**config.mk**
```make
export PLATFORM = sky130hd
export DESIGN_NAME = pib_sqrt
export DESIGN_NICKNAME = d
export VERILOG_FILES = /design/src/hdl/pib_pkg.sv /design/src/hdl/pib_sqrt.sv
export SDC_FILE = /design/constraint.sdc
export NUM_CORES = 2
export LEC_CHECK = 0
export ABC_CLOCK_PERIOD_IN_PS = 4100
export BUFFER_PORTS_ARGS = -buffer_cell sky130_fd_sc_hd__buf_2
export CAP_MARGIN = 30
export CORE_MARGIN = 4
export CORE_UTILIZATION = 49
export DETAILED_ROUTE_END_ITERATION = 10
export PLACE_DENSITY_LB_ADDON = 0.15
export SETUP_SLACK_MARGIN = 0.05
export SKIP_LAST_GASP = 1
export SYNTH_ARGS = -nofsm -noshare
export SYNTH_HDL_FRONTEND = slang
export SYNTH_SLANG_ARGS = --single-unit
```
**constraint.sdc**
```tcl
create_clock -name clk -period 4.1 [get_ports clk]
set_clock_uncertainty 0.15 [all_clocks]
set_input_delay 0.205 -clock clk [delete_from_list [all_inputs] [get_ports clk]]
set_output_delay 0.205 -clock clk [all_outputs]
set_load 0.1 [all_outputs]
```
**src/hdl/pib_pkg.sv**
```systemverilog
// Shared types, constants and helpers for the particle integrate and bounce core.
package pib_pkg;

	localparam int QW = 24;
	localparam int RW = 23;
	localparam int NREGS = 8;
	localparam int IW = 3;
	localparam int SQW = 25;
	localparam int SQ_STEPS = SQW;
	localparam int DIVW = 24;
	localparam int NUMW = 48;
	localparam int DIV_STEPS = 26;

	localparam logic signed [QW-1:0] Q_MAX = 24'sh7FFFFF;
	localparam logic signed [QW-1:0] Q_MIN = -24'sh800000;
	localparam logic [16:0] BOUNCE_K = 17'd45875;
	localparam logic [16:0] DAMP_K = 17'd64881;

	typedef enum logic [IW-1:0] {
		REG_GRAVITY = 3'd0,
		REG_WALL_LEFT = 3'd1,
		REG_WALL_RIGHT = 3'd2,
		REG_WALL_TOP = 3'd3,
		REG_WALL_BOTTOM = 3'd4,
		REG_OBST_X = 3'd5,
		REG_OBST_Y = 3'd6,
		REG_CONTACT_R = 3'd7
	} reg_idx_t;

	typedef struct packed {
		logic [RW-1:0] gravity;
		logic [RW-1:0] wall_left;
		logic [RW-1:0] wall_right;
		logic [RW-1:0] wall_top;
		logic [RW-1:0] wall_bottom;
		logic [RW-1:0] obst_x;
		logic [RW-1:0] obst_y;
		logic [RW-1:0] contact_r;
	} cfg_t;

	typedef struct packed {
		logic signed [QW-1:0] pos_x;
		logic signed [QW-1:0] pos_y;
		logic signed [QW-1:0] vel_x;
		logic signed [QW-1:0] vel_y;
	} particle_t;

	// Saturate a wide signed value into Q12.12.
	function automatic logic signed [QW-1:0] sat24(input logic signed [47:0] v);
		logic signed [QW-1:0] r;
		if (v > 48'(signed'(Q_MAX))) r = Q_MAX;
		else if (v < 48'(signed'(Q_MIN))) r = Q_MIN;
		else r = v[QW-1:0];
		return r;
	endfunction

	// Scale by a Q1.16 factor, round half away from zero, optionally negate, saturate.
	function automatic logic signed [QW-1:0] mul_q16(input logic signed [QW-1:0] v,
			input logic [16:0] k, input logic neg);
		logic [QW:0] mag;
		logic [41:0] m;
		logic signed [47:0] r;
		mag = v[QW-1] ? (QW+1)'(-$signed({v[QW-1], v})) : {1'b0, v};
		m = 42'(mag) * 42'(k);
		r = 48'((m + 42'd32768) >> 16);
		if (v[QW-1] ^ neg) r = -r;
		return sat24(r);
	endfunction

endpackage

```
**src/hdl/pib_sqrt.sv**
```systemverilog
// Pipelined integer square root, one result bit per stage.
module pib_sqrt (
	input logic clk,
	input logic en,
	input logic [2*pib_pkg::SQW-1:0] rad,
	output logic [pib_pkg::SQW-1:0] root
);
	import pib_pkg::*;

	logic [2*SQW-1:0] rem_s [SQ_STEPS+1];
	logic [SQW-1:0] res_s [SQ_STEPS+1];

	assign rem_s[0] = rad;
	assign res_s[0] = '0;

	// Decide one root bit per stage, from the top.
	for (genvar i = 0; i < SQ_STEPS; i++) begin : g_st
		localparam int B = SQW - 1 - i;
		logic [2*SQW+1:0] trial;
		logic [2*SQW+1:0] cur;
		always_comb begin
			cur = (2*SQW+2)'(res_s[i]) << (B + 1);
			trial = cur + ((2*SQW+2)'(1) << (2*B));
		end
		always_ff @(posedge clk) begin
			if (en) begin
				if ((2*SQW+2)'(rem_s[i]) >= trial) begin
					rem_s[i+1] <= rem_s[i] - (2*SQW)'(trial);
					res_s[i+1] <= res_s[i] | (SQW'(1) << B);
				end else begin
					rem_s[i+1] <= rem_s[i];
					res_s[i+1] <= res_s[i];
				end
			end
		end
	end

	assign root = res_s[SQ_STEPS];
endmodule

```
# After elaboration in Yosys (flattened, before gate mapping)
# Index checks and enable logic that the tools add are counted.
dict set report word_totals {
  ff_bits 1825
  mem_bits_ro 0
  output_inout_bits 25
  ramBits 0
  latch_bits 0
  memories 0
}
dict set report op_classes {
  shifts 0
  eq_ne 0
  n_addsub 48
  n_bitwise 0
  n_reduce_logical 0
  magnitude_cmp 25
  n_mul 0
  mux 25
  div 0
}
# cell count
set op_table {}
lappend op_table {{50-bit two-way mux} 24}
lappend op_table {{49-bit by 47-bit adder with 50-bit output (second input constant)} 1}
lappend op_table {{50-bit by 27-bit >= comparator with 1-bit output} 1}
lappend op_table {{50-bit by 28-bit >= comparator with 1-bit output} 1}
lappend op_table {{50-bit by 29-bit >= comparator with 1-bit output} 1}
lappend op_table {{50-bit by 30-bit >= comparator with 1-bit output} 1}
lappend op_table {{50-bit by 31-bit >= comparator with 1-bit output} 1}
lappend op_table {{50-bit by 32-bit >= comparator with 1-bit output} 1}
lappend op_table {{50-bit by 33-bit >= comparator with 1-bit output} 1}
lappend op_table {{50-bit by 34-bit >= comparator with 1-bit output} 1}
lappend op_table {{50-bit by 35-bit >= comparator with 1-bit output} 1}
lappend op_table {{50-bit by 36-bit >= comparator with 1-bit output} 1}
lappend op_table {{50-bit by 37-bit >= comparator with 1-bit output} 1}
lappend op_table {{50-bit by 38-bit >= comparator with 1-bit output} 1}
lappend op_table {{50-bit by 39-bit >= comparator with 1-bit output} 1}
lappend op_table {{50-bit by 40-bit >= comparator with 1-bit output} 1}
lappend op_table {{50-bit by 41-bit >= comparator with 1-bit output} 1}
lappend op_table {{50-bit by 42-bit >= comparator with 1-bit output} 1}
lappend op_table {{50-bit by 43-bit >= comparator with 1-bit output} 1}
lappend op_table {{50-bit by 44-bit >= comparator with 1-bit output} 1}
lappend op_table {{50-bit by 45-bit >= comparator with 1-bit output} 1}
lappend op_table {{50-bit by 46-bit >= comparator with 1-bit output} 1}
lappend op_table {{50-bit by 47-bit >= comparator with 1-bit output} 1}
lappend op_table {{50-bit by 48-bit >= comparator with 1-bit output} 1}
lappend op_table {{51 further kinds} 51}

# Longest topological paths before layout
dict set report depth {
  depth_word 3
  mapped_depth 13
}

# Worst setup path before layout
# OpenSTA, ideal clock, no wires.
dict set report synth_path {
  path_kind {register -> register}
  from {register rem_s[177] (netlist bit)}
  to {register rem_s[121] (netlist bit) (data pin)}
  required_ns 3.688
  stages_incl_launch_ff 11
  n_path_buf 2
  slack_ns 0.391
  period_less_slack_ns 3.709
  arrival_ns 3.296
  path_cell_list {edfxtp_1 > ha_1 > a2111oi_0 > and2_1 > and2_1 > or4b_2 > a2111o_1 > nor2_1 > buf_2 > buf_2 > o21ai_0}
}
dict set report synth_between {
  elab_chain_len 2
}
# item line
set synth_lines {}
lappend synth_lines {{start: declaration} pib_sqrt.sv:10} ;# logic [2*SQW-1:0] rem_s [SQ_STEPS+1];
lappend synth_lines {{start signal: indexed assignment} pib_sqrt.sv:28} ;# rem_s[i+1] <= rem_s[i] - (2*SQW)'(trial);
lappend synth_lines {{start signal: indexed assignment} pib_sqrt.sv:31} ;# rem_s[i+1] <= rem_s[i];
lappend synth_lines {{50-bit by 29-bit >= comparator with 1-bit output} pib_sqrt.sv:27} ;# if ((2*SQW+2)'(rem_s[i]) >= trial) begin
lappend synth_lines {{50-bit two-way mux} pib_sqrt.sv:27}
# No other way between the ends.
# A chain may end at the register's enable or synchronous reset.

# Worst setup path after layout
dict set report layout_path {
  from {register rem_s[487] (netlist bit)}
  to {register rem_s[428] (netlist bit) (data pin)}
}
dict set report layout_between {
  elab_chain_len 2
}
# item line
set layout_lines {}
lappend layout_lines {{50-bit by 35-bit >= comparator with 1-bit output} pib_sqrt.sv:27}
lappend layout_lines {{50-bit two-way mux} pib_sqrt.sv:27}
# No other way between the ends.

==> summary.md <==
| Metric | Value |
|---|---|
| Area of the multi-input gates | 25,040 um^2 |
| Fin worst setup slack | 0.2382 ns |
| Post-synthesis xor/xnor area fraction | 6.218% |
| Die width | 393.5 um |
| Max Fclk | 0.2589 GHz |
| IO Port Bufs | 76 |
| Gate Count Post-Synth | 5,744 |
| Area leader, netlist | edfxtp_1 |
| Fill cells | 12,140 |
| Clk sinks | 1,525 |
| Commonest non-fill, non-tap cell in the layout | edfxtp_1 |
| Synthesized flop and latch total | 1,525 |
| Startpoint types | register |
| Endpoints failing hold | 0 |
| Net Sw Frac | 28.33% |
| Starting DRT DRC Count | 3,461 |
| Vias per cell | 5.630 |
| Clk buf depth | 3 |
| CTS HTree Levels | 4 |
| Crit-path max FO | 8 |
| Post-CTS Setup Inserts | 0 |
| DRC | 0 |
| Die ar. | 154,900 um^2 |
| Syn Area/Cell | 12.68 um^2 |
| Vias in the first global route | 45,100 |
| Max stage delay on crit path | 0.60 ns |
| Worst-margin pin slew | 0.8870 ns |
| Pre-CTS setup slack | 0.2187 ns |
| Internal power | 31.56 mW |
| Worst-path clk slew | 0.06 ns |
| Crit-path cells | or4_1, or4_1, or2_1, or4_1, a311o_1, or2_1, buf_4, buf_4, nor2_1, a21oi_1 |
| Total Routing Usage GR | 20.81% |
| CP Capture Type | register |
| Die Y | 393.5 um |
| HP Class | in2reg |
| Antenna violations before repair | 1 |
| Final setup fails | 0 |
| R2R Path Start | rem_s[487] |
| Worst Path Buf+Inv | 2 |
| Slowest cell on crit path | or4_1 |
| CP delay by family, top | simple AND/OR/NAND/NOR gates |
| Most frequent cells in the layout | edfxtp_1, inv_1, nor2_1, ha_1, nand2_1 |
| Routed WL | 163.3 mm |
| Total gr overflow | 0 |
| Clock root cell | clkbuf_16 |
| Reg2Reg Setup Slack | 0.24 ns |
| Synth warn | 0 |
| Core box area | 147,700 um^2 |
| RSZ-0062 raised after global routing | false |
| Post-synth EDFFs | 1,525 |
| Post-synthesis sequential area ratio | 62.88% |
| Synth Area in Compound Gates | 9.273% |
| TritonCTS buffer count | 162 |
| Dominant cells by area after synthesis | edfxtp_1, ha_1, xnor2_1 |
| Routed Antenna Nets | 0 |
| Register Area | 45,790 um^2 |
| Clock Power Share | 33.1% |
| Reg2reg path depth | 10 |
| Power per Cell Area | 532.4 nW/um^2 |
| Final Cycle Share | 94.19% |
| Mapped Area | 72,820 um^2 |
| Psw | 12.47 mW |
| Hold Startpoint | rad[48] |
| Busiest grt layer | met2 |
| Post-synthesis mux area share | 0.8934% |
| Slew headroom | 39.33% |
| Met1 Use GR | 26.91% |
| Fin Setup TNS | 0 ns |
| Vias post-DR | 45,890 |
| Routed len/inst | 20.03 um |
| Simple-Gate Fraction of Synth Area | 11.94% |
| Leak | 31.18 nW |
| Reg power frac | 48.2% |
| Primary FF master, synth | edfxtp_1 |
| Antenna cell count | 0 |
| Row cnt | 141 |
| Synth top area share | 62.88% |
| VDD IR max | 0.4052 mV |
| Fin util | 56.00% |
| CP most frequent cell | or4_1 |
| Ys async rst share | 0% |
| Ports | 77 |
| Worst Path Required | 4.46 ns |
| Worst hold stages | 3 |
| Pre-antenna DRT Iters | 6 |
| Max-slew violations | 0 |
| CTS tree | done |
| CP arrival | 4.23 ns |
| Hold slack | 0.1065 ns |
| Run status | complete, no violations |
| Layout cells sized above 1 | 8.214% |
| HPWL after detailed placement | 120.2 mm |
| Global-route wire length before repair | 254.9 mm |
| Adder-cell share of the synthesized area | 5.945% |
| Post-layout nets | 6,488 |
| Worst r2r dst | rem_s[428] |
| Max_cap viols | 0 |
| Largest net degree at the start of global routing | 136 |
| Initial Util | 49.32% |
| Fin crit period | 3.862 ns |
| Combinational share of power | 18.7% |
| Syn_nets | 6,142 |
| Largest family of logic cells by synthesized area | simple AND/OR/NAND/NOR gates |
| GPL Wtd Cong | 0.8925 |
| Area growth syn-to-layout | 13.55% |
| GR Util met2 | 36.61% |
| Critical path type | reg2reg |
| Clock insertion delay at the later pin of the skew report | 0.78 ns |
| Netlist cell types | 81 |
| GR Layer Usage met3 | 3.094% |
| End point of the worst hold path | rem_s[1248] |
==> cells in the mapped netlist, types with 11 or more instances <==
cell          n
o31a_1       11
nor4_1      198
o211ai_1     34
o21bai_1     26
nand2b_1     68
o21a_1       68
edfxtp_1   1525
nor4b_1      28
nand4b_1     11
buf_2        13
nor2_1      380
xnor2_1     269
mux2i_1      11
xor2_1      248
nand3b_1     17
clkbuf_1     83
a211oi_1     35
or2_2        11
a21o_1      109
a21oi_1     315
mux2_2       48
or3_1        71
and3_1       25
inv_1       443
ha_1        346
o31ai_1      35
and2_1       22
nor2b_1      44
nand2_1     338
nand4_1      96
nand3_1      91
or4_1        53
a21boi_0     14
a31oi_1      30
o21ai_0     272
nor3_1      168
a2111oi_0    14
nor3b_1      11
==> what timing repair did <==
action                                  in CTS  in global routing
endpoints found under the setup margin       0                  4
endpoints found under the hold margin      121                  0
hold buffers                               101                  0
gates resized for setup                      0                  2
==> per-layer routing <==
metal / up-vias / part of all wire (%)
li1: 22310 / -
met2: 987 / 51
met3: 246 / 4.2
met4: 0 / 2.5
met1: 22350 / 43
met5: - / 0
==> cell type report <==
cell class | count | share of cell area [%]
sequential | 1525 | 55.38
multi-input combinational | 3671 | 30.28
clock buffer | 191 | 5.060
tap | 1930 | 2.920
timing repair buffer | 284 | 2.899
inverter | 446 | 2.024
clock inverter | 104 | 1.442
==> logic make-up (layout without fill, tap and decap cells) <==
kind of cell,Yosys count,in the layout
compound gates,1073,1073
xor+xnor,517,517
fa+ha+maj,346,346
buf+inv,548,1025
flops,1525,1525
mux,59,59
simple gates,1676,1676
==> power by group through the flow <==
| stage | Combinational (mW) | Sequential (mW) | Clock, mW |
|---|---|---|---|
| 2_1_floorplan | 5.95 | 20.9 | 0 |
| 3_3_place_gp | 8.05 | 21.5 | 0 |
| 3_5_place_dp | 8.10 | 21.6 | 0 |
| 4_1_cts | 8.24 | 21.2 | 14.9 |
| 5_1_grt | 9.23 | 21.4 | 15.6 |
| 6_report | 8.23 | 21.2 | 14.6 |
==> worst reg2reg max path, stage by stage (launching register included) <==
cell and delay, ns:
edfxtp_1 0.42, or4_1 0.60, or4_1 0.45, or2_1 0.32, or4_1 0.54, a311o_1 0.36, or2_1 0.28, buf_4 0.19
buf_4 0.17, nor2_1 0.10, a21oi_1 0.05
==> worst max-delay path by stage <==
| stage | start | to | slack (ns) | cells after the start |
|---|---|---|---|---|
| after floorplan | rem_s[177] | rem_s[121] | 0.39 | 10 |
| after global placement | rem_s[276] | rem_s[245] | 0.27 | 9 |
| after detailed placement | rem_s[261] | rem_s[245] | 0.22 | 9 |
| after CTS | rem_s[261] | rem_s[245] | 0.19 | 9 |
| after global routing | rem_s[487] | rem_s[422] | 0.06 | 10 |
| final | rem_s[487] | rem_s[428] | 0.24 | 10 |
==> sequential cells by signal, summed over array words and instances, names as in the netlist <==
signal and cells:
rem_s 1200, root 25, g_st.cur 300
==> stage by stage <==
step / total power, mW / instances / instance area, um^2
2_1_floorplan: 26.81 / 5744 / 72820
3_3_place_gp: 29.59 / 7755 / 76300
3_5_place_dp: 29.66 / 7755 / 76300
4_1_cts: 44.40 / 8151 / 82690
5_1_grt: 46.28 / 8151 / 82700
6_report: 44.03 / 8151 / 82700
Power figures use the tool's default switching activity.
