`src/hdl/pib_pkg.sv`:
```
// Shared types, constants and helpers for the particle integrate and bounce core.
package pib_pkg;

	localparam int QW = 24;
	localparam int RW = 23;
	localparam int NREGS = 8;
	localparam int IW = 3;
	localparam int SQW = 25;
	localparam int SQ_STEPS = SQW;
	localparam int DIVW = 24;
	localparam int NUMW = 48;
	localparam int DIV_STEPS = 26;

	localparam logic signed [QW-1:0] Q_MAX = 24'sh7FFFFF;
	localparam logic signed [QW-1:0] Q_MIN = -24'sh800000;
	localparam logic [16:0] BOUNCE_K = 17'd45875;
	localparam logic [16:0] DAMP_K = 17'd64881;

	typedef enum logic [IW-1:0] {
		REG_GRAVITY = 3'd0,
		REG_WALL_LEFT = 3'd1,
		REG_WALL_RIGHT = 3'd2,
		REG_WALL_TOP = 3'd3,
		REG_WALL_BOTTOM = 3'd4,
		REG_OBST_X = 3'd5,
		REG_OBST_Y = 3'd6,
		REG_CONTACT_R = 3'd7
	} reg_idx_t;

	typedef struct packed {
		logic [RW-1:0] gravity;
		logic [RW-1:0] wall_left;
		logic [RW-1:0] wall_right;
		logic [RW-1:0] wall_top;
		logic [RW-1:0] wall_bottom;
		logic [RW-1:0] obst_x;
		logic [RW-1:0] obst_y;
		logic [RW-1:0] contact_r;
	} cfg_t;

	typedef struct packed {
		logic signed [QW-1:0] pos_x;
		logic signed [QW-1:0] pos_y;
		logic signed [QW-1:0] vel_x;
		logic signed [QW-1:0] vel_y;
	} particle_t;

	// Saturate a wide signed value into Q12.12.
	function automatic logic signed [QW-1:0] sat24(input logic signed [47:0] v);
		logic signed [QW-1:0] r;
		if (v > 48'(signed'(Q_MAX))) r = Q_MAX;
		else if (v < 48'(signed'(Q_MIN))) r = Q_MIN;
		else r = v[QW-1:0];
		return r;
	endfunction

	// Scale by a Q1.16 factor, round half away from zero, optionally negate, saturate.
	function automatic logic signed [QW-1:0] mul_q16(input logic signed [QW-1:0] v,
			input logic [16:0] k, input logic neg);
		logic [QW:0] mag;
		logic [41:0] m;
		logic signed [47:0] r;
		mag = v[QW-1] ? (QW+1)'(-$signed({v[QW-1], v})) : {1'b0, v};
		m = 42'(mag) * 42'(k);
		r = 48'((m + 42'd32768) >> 16);
		if (v[QW-1] ^ neg) r = -r;
		return sat24(r);
	endfunction

endpackage

```
`src/hdl/pib_regs.sv`:
```
// Configuration register file.
module pib_regs (
	input logic clk,
	input logic arst_n,
	input logic cfg_we,
	input logic [pib_pkg::IW-1:0] cfg_index,
	input logic [pib_pkg::RW-1:0] cfg_data,
	output pib_pkg::cfg_t cfg
);
	import pib_pkg::*;

	// Hold register values, write one at a time.
	always_ff @(posedge clk or negedge arst_n) begin
		if (!arst_n) begin
			cfg.gravity <= 23'd402;
			cfg.wall_left <= 23'd1011712;
			cfg.wall_right <= 23'd2142208;
			cfg.wall_top <= 23'd110592;
			cfg.wall_bottom <= 23'd1937408;
			cfg.obst_x <= 23'd819200;
			cfg.obst_y <= 23'd819200;
			cfg.contact_r <= 23'd28672;
		end else if (cfg_we) begin
			case (reg_idx_t'(cfg_index))
				REG_GRAVITY: cfg.gravity <= cfg_data;
				REG_WALL_LEFT: cfg.wall_left <= cfg_data;
				REG_WALL_RIGHT: cfg.wall_right <= cfg_data;
				REG_WALL_TOP: cfg.wall_top <= cfg_data;
				REG_WALL_BOTTOM: cfg.wall_bottom <= cfg_data;
				REG_OBST_X: cfg.obst_x <= cfg_data;
				REG_OBST_Y: cfg.obst_y <= cfg_data;
				REG_CONTACT_R: cfg.contact_r <= cfg_data;
				default: ;
			endcase
		end
	end
endmodule

```
`config.mk`:
```
export PLATFORM = sky130hd
export DESIGN_NAME = pib_regs
export DESIGN_NICKNAME = d
export VERILOG_FILES = /design/src/hdl/pib_pkg.sv /design/src/hdl/pib_regs.sv
export SDC_FILE = /design/constraint.sdc
export NUM_CORES = 1
export LEC_CHECK = 0
export BUFFER_PORTS_ARGS = -buffer_cell sky130_fd_sc_hd__buf_2
export CORE_ASPECT_RATIO = 0.8
export CORE_MARGIN = 8
export CORE_UTILIZATION = 51
export CTS_CLUSTER_SIZE = 25
export DETAILED_ROUTE_END_ITERATION = 6
export PLACE_DENSITY = 0.84
export SYNTH_ARGS = -nofsm -noshare
export SYNTH_HDL_FRONTEND = slang
export SYNTH_SLANG_ARGS = --single-unit
```
`constraint.sdc`:
```
create_clock -name clk -period 0.9 [get_ports clk]
set_input_delay 0.045 -clock clk [delete_from_list [all_inputs] [get_ports clk]]
set_output_delay 0.045 -clock clk [all_outputs]
set_load 0.01 [all_outputs]
```
# Word-level counts from Yosys, hierarchy flattened
# Index checks and enable logic that the tools add are counted.
[totals]
mem_bits_ro = 0
mem_bits_rw = 0
memories = 0
latchBits = 0
wordCells = 24
ff_bits = 184
[op_classes]
div_mod_pow = 0
shifts = 0
n_lt_le_gt_ge = 0
reduce_logical = 9
mul = 0
add_sub_neg = 0
muxes = 0
bitwise = 0
eq_ne = 7
[op_table]
columns = ["operator", "count"]
rows = [
  ["2-bit AND reduction", 8],
  ["3-bit equality test, second input constant", 4],
  ["3-bit by 2-bit equality test with 1-bit output, second input constant", 2],
  ["3-bit by 1-bit equality test with 1-bit output, second input constant", 1],
  ["3-bit zero test", 1],
]

# Logic depth before layout (Yosys ltp)
# Gate-level depths: netlist of the first run.
[logic_depth]
word_depth = 2
mapped_depth = 4

# Least setup slack after synthesis of the first run
# Ideal clock, no wire load.
[synth_path]
path_kind = "in2reg"
from = "input port cfg_index[0] (netlist bit)"
to = "register cfg[170] (netlist bit)"
slack_ns = -0.181
path_stages = 3
arrival_ns = 0.956
n_path_buf = 1
cell_sequence = "nor4b_4 -> buf_4 -> mux2_2"
[synth_between]
elab_chain_len = 2
[synth_rtl]
columns = ["element", "line_no", "text"]
rows = [
  ["from (decl)", "pib_regs.sv:6", "input logic [pib_pkg::IW-1:0] cfg_index,"],
  ["3-bit zero test", "pib_regs.sv:24", "case (reg_idx_t'(cfg_index))"],
  ["2-bit AND reduction (no source line)", "-", ""],
  ["to (decl)", "pib_regs.sv:8", "output pib_pkg::cfg_t cfg"],
]
# Every way passes these cells.
# A chain may end at the register's enable or synchronous reset.

# Worst setup path after layout of the first run
[layout_path]
from = "register cfg[14] (netlist bit)"
to = "output port cfg[14] (netlist bit)"
# No word-level cell between the ends.

==> results of run 1 <==
## report_power, final
group          internal [W]  switching (W)
logic               0.00524        0.00328
clock network       0.00394        0.00310
registers            0.0104        0.00138
total                0.0195        0.00775
## cells in the mapped netlist
cell,n
mux2_2,176
dfrtp_1,150
nor4b_4,1
nand4b_1,3
buf_4,2
buf_6,6
buf_2,11
nand4_1,1
dfstp_2,34
nor4bb_1,3
mux2_1,8
## routing by layer
layer / wire length, um / GRT usage (%)
met1: 8590 / 25.9
met2: 12000 / 41.2
met3: 1250 / 6.91
met4: 792 / 10.4
met5: 0 / 0
## final cells by class
cell class / count / share of cell area (%)
timing repair buffer: 332 / 27.9
clock inverter: 8 / 0.667
clock buffer: 24 / 4.34
tap: 180 / 2.07
multi-input combinational: 192 / 22.3
sequential: 184 / 42.7
## metrics by stage
| stage | cells | total power (W) |
|---|---|---|
| after global placement | 790 | 0.0171 |
| after CTS | 901 | 0.0262 |
| after detailed placement | 790 | 0.0174 |
| after global routing | 920 | 0.0283 |
| after floorplan | 395 | 0.0143 |
| final | 920 | 0.0273 |
## worst max-delay path by stage
stage	startpoint	end	cells past startpoint
final	cfg[14]	cfg[14]	1
after CTS	cfg[14]	cfg[14]	1
after detailed placement	cfg_index[2]	cfg[147]	4
after global routing	cfg[130]	cfg[130]	1
after global placement	cfg_index[2]	cfg[147]	4
after floorplan	cfg_index[0]	cfg[170]	3
## cell families after synthesis
| kind of cell | synth area share, % |
|---|---|
| muxes | 29.8 |
| DFF | 66.9 |
| buffers and inverters | 1.98 |
| and+or+nand+nor | 1.24 |
## repair_timing
action	in CTS	in global routing
cloned	0	5
buffers inserted	55	14
setup endpoints to repair	187	251
pin swaps	0	3
endpoints found under the hold margin	329	0
gates resized for setup	84	81
hold buffers	24	0
==> summary.txt, run 1 <==
Yosys
  – Sequential fraction of the synthesis area: 66.9%
  – Synthesized flop and latch total: 184
  – Net Count, Synth: 424
  – Syn Inst Count: 395
  – Top post-synthesis cells by area: dfrtp_1 54%, mux2_2 29%, dfstp_2 13%
  – Synthesized area: 6940 um2
  – Yosys cell types: 11
  – Post-synth top area share: 54.1%
  – Ys Warns: 0
  – Largest area contributor in the netlist: dfrtp_1
  – Syn_area_per_cell: 17.6 um2

Timing
  – Min Tclk post-route: 1.15 ns
  – RSZ-0062 raised after global routing: yes
  – Maximum clock frequency: 0.871 GHz
  – Setup TNS: -22.70 ns
  – Worst Setup Slack, final: -0.248 ns
  – Hold Fails Final Rpt: 0
  – Final Hold Slack: 0.0899 ns
  – Slew @ Worst Pin: 0.358 ns
  – Tcrit/Tclk final: 128%
  – Final Max Slew Viols: 0
  – Slew headroom: 76.1%
  – Clock skew: 0 ns
  – Final setup viols: 211

Worst setup path
  – Worst-path maximum fanout: 2
  – R2r setup slk: -0.04 ns
  – Critical Path RT: 0.85 ns
  – CP delay by family, top: flip-flops
  – R2r startpoint: cfg[158]
  – Kind of critical path: reg -> out
  – Critical path arrival: 1.10 ns
  – R2r endpoint: cfg[158]
  – CP startpoint kind: flip-flop
  – Crit-path slowest cell: dfstp_2
  – Worst reg2reg path depth: 2
  – Kind of end point of the critical path: output port
  – Critical Path Max Stage Delay: 0.57 ns
  – Buf+Inv Stages, Crit Path: 1
  – CP cell instances: buf_6

Die
  – I/O Pins: 213
  – Initial Util: 51.8%
  – Core Footprint: 13400 um2
  – Die ar.: 17600 um2
  – Die X: 146 um
  – Row count: 38
  – Die H: 120 um

Routing
  – DRT Pass-1 Iters: 4
  – Via density: 5.29
  – Detailed Route Iter0 Violations: 197
  – Via count: 4868
  – Residual DRC: 0
  – DR WL/cell: 24.6 um
  – Post-Route WL: 22600 um
  – Antenna viol nets, final: 0

GRT
  – Gr ovfl total: 0
  – First-pass GRT wire length: 31600 um
  – Vias in the first global route: 5390
  – Largest net degree at the start of global routing: 35
  – Global Route Usage Sum: 23.3%
  – Initial antenna violation count: 0

Place
  – Final GP Congestion: 0.787
  – Dpl cell area: 8650 um2
  – I/O Buffers: 212
  – Post-DP HPWL: 13200 um
  – Pre-CTS WS: -0.477 ns

CTS
  – H-tree depth: 4
  – # clock sinks: 184
  – Later-pin clock latency in the skew report: 0.42 ns
  – Num CTS Buffers: 17
  – Root Buffer: clkbuf_16
  – Clock Path Buffers: 2
  – Clock transition at path regs: 0.07 ns
  – CTS tree: built

Pwr
  – Maximum vdd drop: 0.00157 V
  – Leak pwr: 5.19 nW
  – Power per cell area: 2510 nW/um2

Run status
  – Failing checks: negative setup slack
  – Outcome: finished with violations

Finish
  – Max reg flops: 184
  – Area grow syn2layout: 56.7%
  – Reg area: 4650 um2
  – Fill count: 678
  – Fin area: 10900 um2
  – Most frequent cells in the layout: 150 x dfrtp_1, 139 x buf_6, 121 x mux2_2, 108 x buf_2, 59 x mux2_4
  – Area of the multi-input gates: 2420 um2
  – Share of cells above drive strength 1: 74.7%
  – Antenna Cells: 0
  – Most common cell after layout, fill and taps aside: dfrtp_1
  – Largest reg by FF count: cfg
  – Final Util: 81.1%
  – Largest registers: cfg x184
  – Fin nets: 756

Job
  – Max cap viols: 0

Worst hold path
  – Worst hold path type: in -> async
Note: power is estimated with default switching activity, not from simulation.
==> run 2, diff against run 1 <==
CORE_ASPECT_RATIO = 1.4   (was 0.8)
SLEW_MARGIN = 20   (was unset)
==> summary.txt, run 2 (synthesis results as in run 1) <==
Worst hold path
  – Worst hold path type: in -> async (unchanged)

Timing
  – Final Hold Slack: 0.0470 ns (was 0.0899 ns)
  – Maximum clock frequency: 0.881 GHz (was 0.871 GHz)
  – Hold Fails Final Rpt: 0 (unchanged)
  – Slew headroom: 77.7% (was 76.1%)
  – Slew @ Worst Pin: 0.334 ns (was 0.358 ns)
  – Clock skew: 0 ns (unchanged)
  – Setup TNS: -22.85 ns (was -22.70 ns)
  – RSZ-0062 raised after global routing: yes (unchanged)
  – Final setup viols: 221 (was 211)
  – Min Tclk post-route: 1.13 ns (was 1.15 ns)
  – Final Max Slew Viols: 0 (unchanged)
  – Worst Setup Slack, final: -0.235 ns (was -0.248 ns)
  – Tcrit/Tclk final: 126% (was 128%)

Finish
  – Antenna Cells: 0 (unchanged)
  – Fin nets: 759 (was 756)
  – Fin cells: 925 (was 920)
  – Largest reg by FF count: cfg (unchanged)
  – Most common cell after layout, fill and taps aside: dfrtp_1 (unchanged)
  – Fill count: 617 (was 678)
  – Max reg flops: 184 (unchanged)
  – Final Util: 82.6% (was 81.1%)
  – Area grow syn2layout: 58.6% (was 56.7%)
  – Share of cells above drive strength 1: 75.5% (was 74.7%)
  – Largest registers: cfg x184 (unchanged)
  – Most frequent cells in the layout: 150 x dfrtp_1, 144 x buf_6, 112 x mux2_2, 100 x buf_2, 69 x mux2_4 (was 150 x dfrtp_1, 139 x buf_6, 121 x mux2_2, 108 x buf_2, 59 x mux2_4)

CTS
  – CTS tree: built (unchanged)
  – Clock Path Buffers: 2 (unchanged)
  – H-tree depth: 4 (unchanged)
  – Later-pin clock latency in the skew report: 0.41 ns (was 0.42 ns)
  – # clock sinks: 184 (unchanged)
  – Root Buffer: clkbuf_16 (unchanged)
  – Clock transition at path regs: 0.07 ns (about the same)
  – Num CTS Buffers: 17 (unchanged)

Routing
  – Detailed Route Iter0 Violations: 199 (was 197)
  – Via density: 5.29 (about the same)
  – Via count: 4892 (was 4868)
  – DRT Pass-1 Iters: 6 (was 4)
  – Residual DRC: 0 (unchanged)
  – Post-Route WL: 23000 um (was 22600 um)
  – DR WL/cell: 24.8 um (was 24.6 um)
  – Antenna viol nets, final: 0 (unchanged)

Worst setup path
  – CP startpoint kind: flip-flop (unchanged)
  – Critical Path RT: 0.85 ns (about the same)
  – Kind of critical path: reg -> out (unchanged)
  – R2r startpoint: cfg[76] (was cfg[158])
  – Critical path arrival: 1.09 ns (was 1.10 ns)
  – R2r setup slk: -0.05 ns (was -0.04 ns)
  – CP delay by family, top: flip-flops (unchanged)
  – Buf+Inv Stages, Crit Path: 1 (unchanged)
  – Crit-path slowest cell: dfstp_2 (unchanged)
  – Worst reg2reg path depth: 2 (unchanged)
  – Critical Path Max Stage Delay: 0.56 ns (was 0.57 ns)
  – Crit path from: cfg[155] (was cfg[14])
  – Kind of end point of the critical path: output port (unchanged)
  – CP cell instances: buf_6 (unchanged)
  – Worst-path maximum fanout: 2 (unchanged)
  – R2r endpoint: cfg[76] (was cfg[158])

Pwr
  – Leak pwr: 5.29 nW (was 5.19 nW)
  – Maximum vdd drop: 0.00148 V (was 0.00157 V)
  – Power per cell area: 2600 nW/um2 (was 2510 nW/um2)
  – Total power: 0.0286 W (was 0.0273 W)

GRT
  – Largest net degree at the start of global routing: 48 (was 35)
  – Global Route Usage Sum: 24.1% (was 23.3%)
  – Initial antenna violation count: 0 (unchanged)
  – Gr ovfl total: 0 (unchanged)
  – Vias in the first global route: 5440 (was 5390)
  – First-pass GRT wire length: 32400 um (was 31600 um)

Die
  – I/O Pins: 213 (unchanged)
  – Initial Util: 52.1% (was 51.8%)
  – Core Footprint: 13300 um2 (was 13400 um2)
  – Die X: 115 um (was 146 um)
  – Row count: 50 (was 38)
  – Die ar.: 17700 um2 (was 17600 um2)
  – Die H: 154 um (was 120 um)

Place
  – Placed Instances: 789 (was 790)
  – Post-DP HPWL: 12600 um (was 13200 um)
  – Final GP Congestion: 0.764 (was 0.787)
  – I/O Buffers: 212 (unchanged)

Run status
  – Failing checks: negative setup slack (unchanged)
  – Outcome: finished with violations (unchanged)

Job
  – Max cap viols: 0 (unchanged)
-- run 2: worst max-delay path by stage --
| stage | endpoint | slack, ns | cells after the start |
|---|---|---|---|
| final | cfg[155] | -0.23 | 1 |
| after global routing | cfg[105] | -0.27 | 1 |
| after CTS | cfg[150] | -0.24 | 1 |
| after detailed placement | cfg[123] | -0.44 | 4 |
| after global placement | cfg[126] | -0.42 | 4 |
| after floorplan | cfg[170] | -0.18 | 3 |
-- run 2: routing by layer --
metal	vias up	track usage (%)	routed length, um	part of all wire (%)
li1	2084	-	-	-
met1	2543	27.9	8970	39
met2	226	41.5	11800	51
met3	39	7.02	1630	7.1
met4	0	8.08	560	2.4
met5	-	0	0	0
-- run 2: timing repair --
action / in CTS / in global routing
endpoints found under the setup margin: 187 / 232
gates resized for setup: 73 / 100
pin swaps: 0 / 2
hold buffers: 24 / 0
cloned: 0 / 3
hold endpoints to repair: 361 / 0
buffers inserted: 58 / 19
-- run 2: final cells by class --
type	count	area (um2)	area share, %
Sequential cell	184	4650	42.2
Multi-Input combinational cell	192	2460	22.4
Tap cell	182	228	2.07
Clock buffer	19	443	4.02
Clock inverter	13	185	1.68
Timing Repair Buffer	335	3050	27.7
-- run 2: power by group --
group	internal [W]	switching, W	total, W
registers	0.0104	0.00149	0.0118
clock network	0.00456	0.00341	0.00797
logic	0.00545	0.00331	0.00876
total	0.0204	0.00821	0.0286
-- run 2: per-stage QoR --
stage	area, um2	worst slack (ns)
after floorplan	7190	-0.178
after global placement	8620	-0.415
after detailed placement	8620	-0.441
after CTS	10400	-0.243
after global routing	11000	-0.268
final	11000	-0.235
